==> config.mk <==
export PLATFORM = sky130hd
export DESIGN_NAME = escalating_kill_watchdog_core
export DESIGN_NICKNAME = d
export VERILOG_FILES = /design/src/design/ekwd_pkg.sv /design/src/design/ekwd_cfg.sv /design/src/design/escalating_kill_watchdog_core.sv
export SDC_FILE = /design/constraint.sdc
export NUM_CORES = 2
export LEC_CHECK = 0
export BUFFER_PORTS_ARGS = -buffer_cell sky130_fd_sc_hd__buf_2
export CORE_MARGIN = 5
export CORE_UTILIZATION = 50
export CTS_CLUSTER_DIAMETER = 120
export DETAILED_ROUTE_END_ITERATION = 8
export PLACE_DENSITY_LB_ADDON = 0.08
export SYNTH_ARGS = -nofsm -noshare
export SYNTH_HDL_FRONTEND = slang
export SYNTH_SLANG_ARGS = --single-unit
export TNS_END_PERCENT = 50
==> constraint.sdc <==
create_clock -name clk_i -period 8 [get_ports clk_i]
set_clock_uncertainty 0.15 [all_clocks]
set_input_delay 1.2 -clock clk_i [delete_from_list [all_inputs] [get_ports clk_i]]
set_output_delay 1.2 -clock clk_i [all_outputs]
set_load 0.02 [all_outputs]
==> src/design/ekwd_pkg.sv <==
// shared types and constants of the escalating kill watchdog
// no dependencies; used by ekwd_cfg and escalating_kill_watchdog_core
package ekwd_pkg;

  localparam int unsigned COUNT_BITS_DEF = 32;

  localparam int unsigned REQ_W    = 2;
  localparam int unsigned SECS_W   = 16;
  localparam int unsigned TARGET_W = 22;
  localparam int unsigned SIG_W    = 7;
  localparam int unsigned TPS_W    = 10;
  localparam int unsigned KD_W     = 8;
  localparam int unsigned BASE_W   = 16;
  localparam int unsigned CODE_W   = 8;
  localparam int unsigned KPROD_W  = KD_W + TPS_W;

  localparam int unsigned CFG_IDX_W  = 3;
  localparam int unsigned CFG_DATA_W = 16;

  localparam int unsigned IN_DATA_W  = 48;
  localparam int unsigned OUT_DATA_W = 32;

  localparam logic [TPS_W-1:0]  RST_TPS       = TPS_W'(10);
  localparam logic [KD_W-1:0]   RST_KD        = KD_W'(5);
  localparam logic [BASE_W-1:0] RST_BASE      = BASE_W'(10);
  localparam logic [CODE_W-1:0] RST_TIMEOUT   = CODE_W'(124);
  localparam logic [CODE_W-1:0] RST_SIG_BASE  = CODE_W'(128);

  typedef enum logic [REQ_W-1:0] {
    REQ_TICK   = 2'd0,
    REQ_ABORT  = 2'd1,
    REQ_RELOAD = 2'd2,
    REQ_ARM    = 2'd3
  } req_type_e;

  typedef enum logic [CFG_IDX_W-1:0] {
    CFG_TPS          = 3'd0,
    CFG_KILL_DELAY   = 3'd1,
    CFG_BASE_TIMEOUT = 3'd2,
    CFG_TIMEOUT_CODE = 3'd3,
    CFG_SIG_BASE     = 3'd4
  } cfg_idx_e;

  typedef struct packed {
    logic [TPS_W-1:0]  ticks_per_second;
    logic [CODE_W-1:0] timeout_exit_code;
    logic [CODE_W-1:0] signal_code_base;
  } cfg_t;

  typedef struct packed {
    req_type_e           req_type;
    logic [SECS_W-1:0]   timeout_seconds;
    logic [TARGET_W-1:0] target_id;
    logic [SIG_W-1:0]    signal_number;
    logic                target_alive;
  } in_item_t;

  typedef struct packed {
    logic                send_term;
    logic                send_kill;
    logic [TARGET_W-1:0] current_target;
    logic                finished;
    logic [CODE_W-1:0]   exit_code;
  } out_item_t;

endpackage

==> src/design/ekwd_cfg.sv <==
// configuration registers, scaled products and countdown marks
// depends on ekwd_pkg
module ekwd_cfg #(
  parameter int unsigned CountBits = ekwd_pkg::COUNT_BITS_DEF
) (
  input  logic                               clk_i,
  input  logic                               rst_ni,
  input  logic                               cfg_we_i,
  input  logic [ekwd_pkg::CFG_IDX_W-1:0]     cfg_idx_i,
  input  logic [ekwd_pkg::CFG_DATA_W-1:0]    cfg_data_i,
  output ekwd_pkg::cfg_t                     cfg_o,
  output logic signed [CountBits-1:0]        kill_mark_o,
  output logic signed [CountBits-1:0]        fin_mark_o,
  output logic signed [CountBits-1:0]        init_mark_o,
  output logic signed [CountBits-1:0]        base_ticks_o,
  output logic                               cfg_hit_o,
  output logic signed [CountBits-1:0]        next_fin_mark_o,
  output logic signed [CountBits-1:0]        next_init_mark_o
);

  localparam int unsigned ProdW = ekwd_pkg::BASE_W + ekwd_pkg::TPS_W;
  localparam int unsigned ExtW  = ((CountBits > ProdW) ? CountBits : ProdW) + 1;
  localparam logic [ExtW-1:0] SatMax = ExtW'({1'b0, {(CountBits-1){1'b1}}});
  localparam logic [ExtW-1:0] MinMag = ExtW'(1) << (CountBits - 1);
  localparam logic signed [CountBits-1:0] MinVal = {1'b1, {(CountBits-1){1'b0}}};
  localparam logic [ekwd_pkg::KPROD_W-1:0] KProdRst =
    ekwd_pkg::KPROD_W'(ekwd_pkg::RST_KD * ekwd_pkg::RST_TPS);
  localparam logic signed [CountBits-1:0] BaseRst =
    CountBits'(int'(ekwd_pkg::RST_BASE) * int'(ekwd_pkg::RST_TPS));

  logic [ekwd_pkg::TPS_W-1:0]   tps_q, tps_d;
  logic [ekwd_pkg::KD_W-1:0]    kd_q, kd_d;
  logic [ekwd_pkg::BASE_W-1:0]  base_q, base_d;
  logic [ekwd_pkg::CODE_W-1:0]  tcode_q, tcode_d;
  logic [ekwd_pkg::CODE_W-1:0]  sbase_q, sbase_d;
  logic [ekwd_pkg::KPROD_W-1:0] kprod_q, kprod_d;
  logic signed [CountBits-1:0]  base_ticks_q, base_ticks_d;
  logic [ProdW-1:0]             base_prod;
  logic [ExtW-1:0]              base_ext;
  logic                         hit;

  function automatic logic signed [CountBits-1:0] neg_mark(
    input logic [ekwd_pkg::KPROD_W-1:0] prod,
    input logic [1:0]                   off
  );
    logic [ExtW-1:0] mag;
    logic [ExtW-1:0] neg;
    mag = ExtW'(prod) + ExtW'(off);
    neg = ExtW'(0) - mag;
    if (mag > MinMag) begin
      return MinVal;
    end
    return neg[CountBits-1:0];
  endfunction

  always_comb begin
    tps_d   = tps_q;
    kd_d    = kd_q;
    base_d  = base_q;
    tcode_d = tcode_q;
    sbase_d = sbase_q;
    hit     = 1'b0;
    if (cfg_we_i) begin
      unique case (ekwd_pkg::cfg_idx_e'(cfg_idx_i))
        ekwd_pkg::CFG_TPS: begin
          tps_d = cfg_data_i[ekwd_pkg::TPS_W-1:0];
          hit   = 1'b1;
        end
        ekwd_pkg::CFG_KILL_DELAY: begin
          kd_d = cfg_data_i[ekwd_pkg::KD_W-1:0];
          hit  = 1'b1;
        end
        ekwd_pkg::CFG_BASE_TIMEOUT: begin
          base_d = cfg_data_i[ekwd_pkg::BASE_W-1:0];
          hit    = 1'b1;
        end
        ekwd_pkg::CFG_TIMEOUT_CODE: begin
          tcode_d = cfg_data_i[ekwd_pkg::CODE_W-1:0];
          hit     = 1'b1;
        end
        ekwd_pkg::CFG_SIG_BASE: begin
          sbase_d = cfg_data_i[ekwd_pkg::CODE_W-1:0];
          hit     = 1'b1;
        end
        default: begin
          hit = 1'b0;
        end
      endcase
    end
  end

  assign kprod_d   = kd_d * tps_d;
  assign base_prod = base_d * tps_d;
  assign base_ext  = ExtW'(base_prod);
  assign base_ticks_d = (base_ext > SatMax) ? SatMax[CountBits-1:0] : base_ext[CountBits-1:0];

  always_ff @(posedge clk_i or negedge rst_ni) begin
    if (!rst_ni) begin
      tps_q        <= ekwd_pkg::RST_TPS;
      kd_q         <= ekwd_pkg::RST_KD;
      base_q       <= ekwd_pkg::RST_BASE;
      tcode_q      <= ekwd_pkg::RST_TIMEOUT;
      sbase_q      <= ekwd_pkg::RST_SIG_BASE;
      kprod_q      <= KProdRst;
      base_ticks_q <= BaseRst;
    end else if (hit) begin
      tps_q        <= tps_d;
      kd_q         <= kd_d;
      base_q       <= base_d;
      tcode_q      <= tcode_d;
      sbase_q      <= sbase_d;
      kprod_q      <= kprod_d;
      base_ticks_q <= base_ticks_d;
    end
  end

  assign cfg_o.ticks_per_second  = tps_q;
  assign cfg_o.timeout_exit_code = tcode_q;
  assign cfg_o.signal_code_base  = sbase_q;

  assign kill_mark_o      = neg_mark(kprod_q, 2'd0);
  assign fin_mark_o       = neg_mark(kprod_q, 2'd1);
  assign init_mark_o      = neg_mark(kprod_q, 2'd2);
  assign base_ticks_o     = base_ticks_q;
  assign cfg_hit_o        = hit;
  assign next_fin_mark_o  = neg_mark(kprod_d, 2'd1);
  assign next_init_mark_o = neg_mark(kprod_d, 2'd2);

endmodule

==> src/design/escalating_kill_watchdog_core.sv <==
// two-stage watchdog top level: input register, one step of logic, result register
// depends on ekwd_pkg and ekwd_cfg
//
// channel   direction  transaction
// s_axis    in         tuser: req_type; tdata: request fields
// m_axis    out        tdata: result fields; tlast: finished
// cfg       in         write enable, register index, data; no read-back
//
// one item per cycle sustained while m_axis_tready is high; an item passes the input register, then the result register
// the step is one scaling multiply and compares of the countdown against the marks
// reset puts the countdown on the initial mark with reset configuration
// a stalled result register holds the input register, which then stops s_axis
module escalating_kill_watchdog_core #(
  parameter int unsigned CountBits = ekwd_pkg::COUNT_BITS_DEF
) (
  input  logic                               clk_i,
  input  logic                               rst_ni,
  input  logic                               s_axis_tvalid,
  output logic                               s_axis_tready,
  // timeout_seconds, target_id, signal_number, target_alive, zero fill
  input  logic [ekwd_pkg::IN_DATA_W-1:0]     s_axis_tdata,
  // req_type
  input  logic [ekwd_pkg::REQ_W-1:0]         s_axis_tuser,
  output logic                               m_axis_tvalid,
  input  logic                               m_axis_tready,
  // send_term, send_kill, current_target, exit_code
  output logic [ekwd_pkg::OUT_DATA_W-1:0]    m_axis_tdata,
  output logic                               m_axis_tlast,
  input  logic                               cfg_we_i,
  input  logic [ekwd_pkg::CFG_IDX_W-1:0]     cfg_idx_i,
  input  logic [ekwd_pkg::CFG_DATA_W-1:0]    cfg_data_i
);

  localparam int unsigned ProdW = ekwd_pkg::SECS_W + ekwd_pkg::TPS_W;
  localparam int unsigned ExtW  = ((CountBits > ProdW) ? CountBits : ProdW) + 1;
  localparam logic [ExtW-1:0] SatMax = ExtW'({1'b0, {(CountBits-1){1'b1}}});
  localparam logic signed [CountBits-1:0] Zero = '0;
  localparam logic signed [CountBits-1:0] CdRst =
    CountBits'(-(int'(ekwd_pkg::RST_KD) * int'(ekwd_pkg::RST_TPS) + 2));

  ekwd_pkg::cfg_t              cfg;
  logic signed [CountBits-1:0] kill_m, fin_m, init_m, base_m, next_fin_m, next_init_m;
  logic                        cfg_hit;

  ekwd_cfg #(
    .CountBits(CountBits)
  ) u_cfg (
    .clk_i            (clk_i),
    .rst_ni           (rst_ni),
    .cfg_we_i         (cfg_we_i),
    .cfg_idx_i        (cfg_idx_i),
    .cfg_data_i       (cfg_data_i),
    .cfg_o            (cfg),
    .kill_mark_o      (kill_m),
    .fin_mark_o       (fin_m),
    .init_mark_o      (init_m),
    .base_ticks_o     (base_m),
    .cfg_hit_o        (cfg_hit),
    .next_fin_mark_o  (next_fin_m),
    .next_init_mark_o (next_init_m)
  );

  logic                 in_valid_q;
  ekwd_pkg::in_item_t   in_q;
  logic                 out_valid_q;
  ekwd_pkg::out_item_t  res_q, res_d;
  logic                 s_fire, advance;

  logic signed [CountBits-1:0]         cd_q, cd_d, cd_dec;
  logic                                tv_q, tv_d;
  logic [ekwd_pkg::TARGET_W-1:0]       tgt_q, tgt_d;
  logic                                cl_q, cl_d;
  logic [ekwd_pkg::CODE_W-1:0]         code_q, code_d;
  logic [ProdW-1:0]                    reload_prod;
  logic [ExtW-1:0]                     reload_ext;
  logic signed [CountBits-1:0]         reload_ticks;
  logic                                closed;
  logic                                chk, gone, term, kill, fin;

  assign s_fire        = s_axis_tvalid && s_axis_tready;
  assign advance       = in_valid_q && (!out_valid_q || m_axis_tready);
  assign s_axis_tready = !in_valid_q || !out_valid_q || m_axis_tready;

  always_ff @(posedge clk_i or negedge rst_ni) begin
    if (!rst_ni) begin
      in_valid_q <= 1'b0;
    end else if (s_fire) begin
      in_valid_q <= 1'b1;
    end else if (advance) begin
      in_valid_q <= 1'b0;
    end
  end

  always_ff @(posedge clk_i) begin
    if (s_fire) begin
      in_q.req_type        <= ekwd_pkg::req_type_e'(s_axis_tuser);
      in_q.timeout_seconds <= s_axis_tdata[15:0];
      in_q.target_id       <= s_axis_tdata[37:16];
      in_q.signal_number   <= s_axis_tdata[44:38];
      in_q.target_alive    <= s_axis_tdata[45];
    end
  end

  assign reload_prod  = in_q.timeout_seconds * cfg.ticks_per_second;
  assign reload_ext   = ExtW'(reload_prod);
  assign reload_ticks = (reload_ext > SatMax) ? SatMax[CountBits-1:0]
                                              : reload_ext[CountBits-1:0];
  assign cd_dec       = cd_q - CountBits'(1);
  assign closed       = (cd_q != init_m) && (cd_q <= Zero);

  always_comb begin
    cd_d   = cd_q;
    tv_d   = tv_q;
    tgt_d  = tgt_q;
    cl_d   = cl_q;
    code_d = code_q;
    chk    = 1'b0;
    gone   = 1'b0;
    term   = 1'b0;
    kill   = 1'b0;
    fin    = 1'b0;
    unique case (in_q.req_type)
      ekwd_pkg::REQ_TICK: begin
        if (cd_q > fin_m) begin
          cd_d = cd_dec;
          chk  = (cd_dec >= kill_m) && (cd_dec <= Zero);
        end
      end
      ekwd_pkg::REQ_ABORT: begin
        if ((in_q.signal_number != '0) && (cd_q > Zero)) begin
          if (!cl_q) begin
            code_d = cfg.signal_code_base + ekwd_pkg::CODE_W'(in_q.signal_number);
            cl_d   = 1'b1;
          end
          cd_d = Zero;
          chk  = 1'b1;
        end
      end
      ekwd_pkg::REQ_RELOAD: begin
        if (!closed) begin
          cd_d = reload_ticks;
        end
      end
      ekwd_pkg::REQ_ARM: begin
        if (!closed) begin
          tgt_d = in_q.target_id;
          tv_d  = 1'b1;
          if (cd_q < base_m) begin
            cd_d = base_m;
          end
        end
      end
    endcase
    if (chk) begin
      gone = !tv_d || !in_q.target_alive;
      if (!gone && (cd_d == Zero)) begin
        if (!cl_d) begin
          code_d = cfg.timeout_exit_code;
          cl_d   = 1'b1;
        end
        term = 1'b1;
      end
      if (!gone && (cd_d == kill_m)) begin
        kill = 1'b1;
        gone = 1'b1;
      end
      if (gone) begin
        cd_d = fin_m;
        tv_d = 1'b0;
        fin  = cl_d;
      end
    end
  end

  always_comb begin
    res_d.send_term      = term;
    res_d.send_kill      = kill;
    res_d.current_target = tgt_d;
    res_d.finished       = fin;
    res_d.exit_code      = fin ? code_d : '0;
  end

  always_ff @(posedge clk_i or negedge rst_ni) begin
    if (!rst_ni) begin
      cd_q   <= CdRst;
      tv_q   <= 1'b0;
      tgt_q  <= '0;
      cl_q   <= 1'b0;
      code_q <= '0;
    end else if (advance) begin
      cd_q   <= cd_d;
      tv_q   <= tv_d;
      tgt_q  <= tgt_d;
      cl_q   <= cl_d;
      code_q <= code_d;
    end else if (cfg_hit) begin
      if (cd_q == init_m) begin
        cd_q <= next_init_m;
      end else if (cd_q == fin_m) begin
        cd_q <= next_fin_m;
      end
    end
  end

  always_ff @(posedge clk_i or negedge rst_ni) begin
    if (!rst_ni) begin
      out_valid_q <= 1'b0;
    end else if (advance) begin
      out_valid_q <= 1'b1;
    end else if (m_axis_tready) begin
      out_valid_q <= 1'b0;
    end
  end

  always_ff @(posedge clk_i) begin
    if (advance) begin
      res_q <= res_d;
    end
  end

  assign m_axis_tvalid = out_valid_q;
  assign m_axis_tlast  = res_q.finished;
  assign m_axis_tdata  = {res_q.exit_code, res_q.current_target,
                          res_q.send_kill, res_q.send_term};

  a_code_sticky: assert property (@(posedge clk_i) disable iff (!rst_ni)
    cl_q |=> cl_q)
    else $error("latched exit code was dropped");

  a_fin_drops_target: assert property (@(posedge clk_i) disable iff (!rst_ni)
    advance && fin |=> !tv_q && out_valid_q && res_q.finished)
    else $error("target still valid after finish");

  a_term_latches: assert property (@(posedge clk_i) disable iff (!rst_ni)
    advance && term |=> cl_q && (cd_q == Zero || cd_q == fin_m))
    else $error("terminate without latched code or off terminate point");

endmodule
# --- Word level (Yosys, flattened, before mapping) ---
# Cells that the tools add are included.
op_classes:
  muxes: 66
  magnitude_cmp: 13
  n_addsub: 11
  n_reduce_logical: 28
  multipliers: 3
  n_eq_ne: 11
ops:
  columns: ["cell", "count"]
  rows:
  - ["2-to-1 mux 32 bit", 21]
  - ["greater-than comparator 33 x 32 -> 1 bit, second input constant", 4]
  - ["one-hot mux 32 bit (4 select lines)", 1]
  - ["subtractor 1 x 32 -> 32 bit, first input constant", 4]
  - ["== test 32 bit", 3]
  - ["<= comparator 32 x 1 -> 1 bit, second input constant", 2]
  - ["2-to-1 mux 8 bit", 8]
  - ["greater-than comparator 26 x 31 -> 1 bit, second input constant", 2]
  - ["2-to-1 mux 31 bit", 2]
  - ["multiplier 16 x 10 -> 26 bit", 2]
  - ["2-to-1 mux 22 bit", 2]
  - ["adder 18 x 1 -> 19 bit, second input constant", 2]
  - ["adder 18 x 2 -> 19 bit, second input constant", 2]
  - ["greater-or-equal comparator 32 bit", 1]
  - ["greater-than comparator 18 x 32 -> 1 bit, second input constant", 1]
  - ["greater-than comparator 32 x 1 -> 1 bit, second input constant", 1]
  - ["greater-than comparator 32 bit", 1]
  - ["logical NOT 32 bit", 1]
  - ["less-than comparator 32 bit", 1]
  - ["2-to-1 mux 16 bit", 2]
  - ["inequality test 32 bit", 1]
  - ["subtractor 32 x 2 -> 32 bit, second input constant", 1]
  - ["2-to-1 mux 1 bit", 27]
  - ["2-to-1 mux 10 bit", 2]
  - ["other kinds (20)", 38]
word_totals:
  in_bits: 74
  out_inout_bits: 35
  register_bits: 247
  word_cells: 156

# --- Logic depth before layout (Yosys ltp) ---
depth:
  ltp_word: 17
  depth_mapped: 37
  mapped_depth_nobuf: 31

# --- Hierarchy ---
# Synthesis repeated with hierarchy kept, for this count alone.
unflattened:
  cells_unflattened: 3904
  area_unflattened_um2: 33300.7
by_module_without_submodules:
  columns: ["module", "instances", "cells_per_inst", "area_each_um2", "seq_area_each_um2"]
  rows:
  - ["escalating_kill_watchdog_core", 1, 2155, 18343.8, 4119.0]
  - ["ekwd_cfg", 1, 1749, 14956.8, 2374.8]

# --- Worst setup path before layout ---
# OpenSTA, ideal clock, no wires.
synth_timing:
  kind: "input to register"
  start: "input port cfg_idx_i[0] in the netlist's numbering"
  end: "register cd_q[20]"
  n_path_buf: 4
  arrival_time_ns: 8.467
  required_time_ns: 7.739
  setup_slack_ns: -0.728
  setup_time_ns: 0.111
  path_stages: 28
  cell_sequence: "clkbuf_1 > nor3_1 > buf_1 > mux2i_1 > clkinv_1 > clkbuf_1 > nand2_1 > fa_1 > fa_1 > inv_1 > fa_1 > inv_1 > fa_1 > inv_1 > ha_1 > inv_1 > o21bai_1 > a21oi_1 > xor2_1 > or3_1 > or4_1 > buf_1 > or4b_2 > o211a_1 > o21a_1 > a211oi_1 > a21oi_1 > o311ai_0"
synth_between:
  elab_chain_len: 12
  elab_cells_between_ends: 29
  cone_classes: "4 x add/sub; 1 x mul; 2 x order compare; 4 x eq/ne; 14 x mux; 4 x reduce/logical"
synth_lines:
  columns: ["element", "line_no", "rtl"]
  rows:
  - ["from (decl)", "escalating_kill_watchdog_core.sv:30", "input logic [ekwd_pkg::CFG_IDX_W-1:0] cfg_idx_i,"]
  - ["== test 3 x 1 -> 1 bit / logical NOT 3 bit (equally long branches)", "ekwd_cfg.sv:64", "unique case (ekwd_pkg::cfg_idx_e'(cfg_idx_i))"]
  - ["2-to-1 mux 8 bit / 2-to-1 mux 10 bit (equally long branches)", "ekwd_cfg.sv:64", null]
  - ["2-to-1 mux 8 bit / 2-to-1 mux 10 bit (equally long branches)", "ekwd_cfg.sv:63", "if (cfg_we_i) begin"]
  - ["multiplier 8 x 10 -> 18 bit", "ekwd_cfg.sv:92", "assign kprod_d = kd_d * tps_d;"]
  - ["adder 18 x 1 -> 19 bit", "ekwd_cfg.sv:48", "mag = ExtW'(prod) + ExtW'(off);"]
  - ["greater-than comparator 33 x 32 -> 1 bit", "ekwd_cfg.sv:50", "if (mag > MinMag) begin"]
  - ["2-to-1 mux 1 bit", "ekwd_cfg.sv:50", null]
  - ["2-to-1 mux 32 bit", "ekwd_cfg.sv:53", "return neg[CountBits-1:0];"]
  - ["2-to-1 mux 32 bit", "escalating_kill_watchdog_core.sv:199", "end else if (cd_q == fin_m) begin"]
  - ["2-to-1 mux 32 bit", "escalating_kill_watchdog_core.sv:197", "if (cd_q == init_m) begin"]
  - ["2-to-1 mux 32 bit", "escalating_kill_watchdog_core.sv:196", "end else if (cfg_hit) begin"]
  - ["2-to-1 mux 32 bit", "escalating_kill_watchdog_core.sv:190", "end else if (advance) begin"]
  - ["to (signal assigned)", "escalating_kill_watchdog_core.sv:185", "cd_q <= CdRst;"]
  - ["to (signal assigned)", "escalating_kill_watchdog_core.sv:198", "cd_q <= next_init_m;"]
  - ["to (signal assigned)", "escalating_kill_watchdog_core.sv:200", "cd_q <= next_fin_m;"]
  - ["to (decl)", "escalating_kill_watchdog_core.sv:69", "logic signed [CountBits-1:0] cd_q, cd_d, cd_dec;"]
# Parallel ways exist; a longest one is shown, timed or not. The select of a mux whose other input is x is not followed.
# A chain may end at the register's enable or synchronous reset.

# --- Worst setup path after layout ---
layout_timing:
  start: "register u_cfg.tps_q[3] in the netlist's numbering"
  end: "register code_q[2] in the netlist's numbering"
layout_between:
  elab_chain_len: 9
layout_lines:
  columns: ["element", "line_no", "rtl"]
  rows:
  - ["from (decl)", "ekwd_cfg.sv:31", "logic [ekwd_pkg::TPS_W-1:0] tps_q, tps_d;"]
  - ["from (signal assigned)", "ekwd_cfg.sv:99", "tps_q <= ekwd_pkg::RST_TPS;"]
  - ["from (signal assigned)", "ekwd_cfg.sv:107", "tps_q <= tps_d;"]
  - ["multiplier 16 x 10 -> 26 bit (*)", "escalating_kill_watchdog_core.sv:104", "assign reload_prod = in_q.timeout_seconds * cfg.ticks_per_second;"]
  - ["greater-than comparator 26 x 31 -> 1 bit", "escalating_kill_watchdog_core.sv:106", "assign reload_ticks = (reload_ext > SatMax) ? SatMax[CountBits-1:0]"]
  - ["2-to-1 mux 31 bit (*)", "escalating_kill_watchdog_core.sv:106", null]
  - ["2-to-1 mux 32 bit (*)", "escalating_kill_watchdog_core.sv:140", "if (!closed) begin"]
  - ["one-hot mux 32 bit (4 select lines) (*)", "escalating_kill_watchdog_core.sv:122", "unique case (in_q.req_type)"]
  - ["logical NOT 32 bit (*)", "escalating_kill_watchdog_core.sv:156", "if (!gone && (cd_d == Zero)) begin"]
  - ["logical AND 1 bit (*)", "escalating_kill_watchdog_core.sv:156", null]
  - ["2-to-1 mux 8 bit (*)", "escalating_kill_watchdog_core.sv:156", null]
  - ["2-to-1 mux 8 bit (*)", "escalating_kill_watchdog_core.sv:154", "if (chk) begin"]
  - ["to (signal assigned)", "escalating_kill_watchdog_core.sv:195", "code_q <= code_d;"]
  - ["to (decl)", "escalating_kill_watchdog_core.sv:73", "logic [ekwd_pkg::CODE_W-1:0] code_q, code_d;"]
# Mark *: on every way between the ends. The rest lies on a longest branch, timed or not.

==> metrics.txt <==
drt pass-1 iters 5; fin util 61.7%; worst r2r dst code_q[2]; worst slew pin tran about 1.2 ns; RSZ-0062 raised after global routing yes; met2 Track Usage GR between 50% and 60%; Critical R2R Launch u_cfg.tps_q[3]; CP Max Fanout 6; clock latency on the worst-skew pair 0.57 ns; footprint of the multi-input gates approximately 0.023 mm^2; die area 0.0653 mm^2; Slew Viols, Final 0; Post-synth EDFFs between 80 and 90; YS warnings 0; final WL roughly 100000 um; GP Congestion between 1 and 1.5; Final Hold Violating Endpoints 0; synthesis-stage register bit count 241; Area contributors post-synth fa_1, ha_1, dfrtp_1; post-synth cell types 96; crit path from u_cfg.tps_q[3]; largest net degree at the start of global routing a little over 90; Hold WS about 0.32 ns; Cells after Synth roughly 3400; post-synth top area cell fa_1; area grow syn2layout 22.9%; Bufs on Longest Clock Path 3; Routed Antenna Nets 0; fin crit share 103%; Die Span Y 256 um; CP arrival between 8 and 9 ns; Post-Syn Area between 0.03 and 0.04 mm^2; Post-DP HPWL 82600 um; Synth top cells by count nand2_1, inv_1, fa_1, ha_1, nor2_1; violated checks negative setup slack; Worst Hold Class reg -> reg; CTS tree built; Post-CTS Hold Buffers 0; CP Launch Type register; Crit. End Element register; M3 GR Usage under 10%; Setup crit end code_q[2]; GRT busiest layer met2; DRC viols 0; max-cap violations 0; setup ws final -0.246 ns; initial antenna violation count 2; CTS buffer count 34; worst relative slew slack 20.4%; I/O Buffers 106; worst path required time 8.24 ns; met1 Resource Use GR 42.9%; number of I/O pins ~110; fin crit period 8.25 ns; post-synth top area share between 15 and 20%; Final setup viols 42; Max stage delay on crit path around 0.60 ns; sequential area share after synthesis 21.5%; total core area about 0.060 mm^2; clock-pin transition on the worst setup and hold timing paths ~0.060 ns; Initial Util 50.2%; CTS Sinks about 240; status finished with violations; Reg2Reg Depth 28; DP Area 0.0344 mm^2; first-pass GRT wire length about 160000 um; die width approximately 260 um; overall routing resource usage between 30% and 40%; Crit-path slowest cell dfstp_2; Seq. cell area 0.00650 mm^2; R2R setup slack -0.25 ns; # nets final between 4000 and 5000; # fillers around 5200; hold depth 2; via count 27469; grt ovf 0; CP Class reg -> reg; DR WL/cell roughly 22 um; root buffer cell clkbuf_16; layout cells sized above 1 between 20% and 30%; FFs w/ async S/R, synth between 60% and 70%; DR iter-0 viols about 1900; count leader, synth nand2_1; row cnt 90; prevailing post-synth register cell dfrtp_1; vias in the first global route 28243; syn nets ~4100; Avg Cell Area, Syn slightly below 9 um^2; Vias/cell ~6; Finished Cell Area ~0.037 mm^2; H-tree depth 2; f_max around 120 MHz
==> repair_timing <==
item / in CTS / in global routing
buffers inserted: 34 / 19
hold endpoints to repair: 0 / 0
cloned: 3 / 1
endpoints found under the setup margin: 51 / 56
pin swaps: 58 / 76
gates resized for setup: 97 / 125
==> placed cells by master (no fill, tap or decap), types with 24 or more instances in the layout <==
master and count:
a21o_1 37, a21oi_1 118, and2_1 96, and3_1 30
buf_2 105, buf_4 448, clkbuf_16 38, dfrtp_1 108
dfstp_2 46, edfxtp_1 81, fa_1 257, ha_1 259
inv_1 333, mux2_2 54, mux2i_1 48, nand2_1 470
nand3_1 85, nand4_1 30, nor2_1 228, nor2b_1 24
nor3_1 62, o211ai_1 27, o21ai_0 121, or3_1 24
xnor2_1 146, xor2_1 70
==> state kept, by name (all words and copies together), names as in the netlist, 8 cells and up <==
name,count
cd_q,32
code_q,8
in_q,48
m_axis_tdata,32
tgt_q,22
u_cfg.base_q,16
u_cfg.base_ticks_o,26
u_cfg.kd_q,8
u_cfg.kprod_q,18
u_cfg.sbase_q,8
u_cfg.tcode_q,8
u_cfg.tps_q,10
==> per-stage QoR <==
step | TNS (ns) | setup slack (ns) | instances
2_1_floorplan | -0.514 | -0.196 | 3447
3_3_place_gp | -19.13 | -0.597 | 4591
3_5_place_dp | -22.16 | -0.724 | 4591
4_1_cts | -3.53 | -0.165 | 4690
5_1_grt | -13.12 | -0.459 | 4709
6_report | -5.35 | -0.246 | 4710
==> cells by family (layout without fill, tap and decap cells) <==
family                   count (synthesis)  count (layout)  synth area share (%)
AND/OR/NAND/NOR                       1216            1216                  19.1
AO/OA/AOI/OAI                          593             593                  13.2
adder cells (fa/ha/maj)                538             538                  29.0
buffers and inverters                  523            1003                  6.71
flip-flops                             241             241                  21.5
XOR/XNOR                               221             221                  6.42
multiplexers                           115             115                  4.06
other                                    0               1                     0
==> critical path: cells and delay by family, from the launching register on <==
kind / cells / cell delay [ns]
and+or+nand+nor: 6 / 2.21
buffers and inverters: 6 / 0.75
AOI/OAI and AO/OA: 10 / 1.59
adders and majority gates: 6 / 2.75
DFF: 1 / 0.60
==> per-layer routing <==
metal	vias to the layer above	routed length, um
met5	-	0
met3	215	8050
met4	0	3900
li1	12649	-
met1	13555	44300
met2	1050	47000
==> worst min path at each step <==
stage / startpoint / end / slack, ns
after floorplan: tgt_q[0] / tgt_q[0] / 0.29
after global placement: tgt_q[17] / tgt_q[17] / 0.30
after detailed placement: tgt_q[14] / tgt_q[14] / 0.31
after CTS: tgt_q[14] / tgt_q[14] / 0.32
after global routing: tgt_q[14] / tgt_q[14] / 0.35
final: tgt_q[13] / tgt_q[13] / 0.32
==> cell type report <==
| type | instances | area share [%] |
|---|---|---|
| well taps | 782 | 2.64 |
| flip-flops and latches | 241 | 17.5 |
| inverters | 353 | 3.59 |
| repair buffers | 588 | 12.0 |
| clock buffers | 48 | 2.69 |
| diodes | 1 | 0.00675 |
| clock inverters | 14 | 0.544 |
| multi-input cells | 2683 | 61.0 |
Power is not shown: default switching activity piles up to over one toggle a cycle in this logic, so the estimate is an artifact.
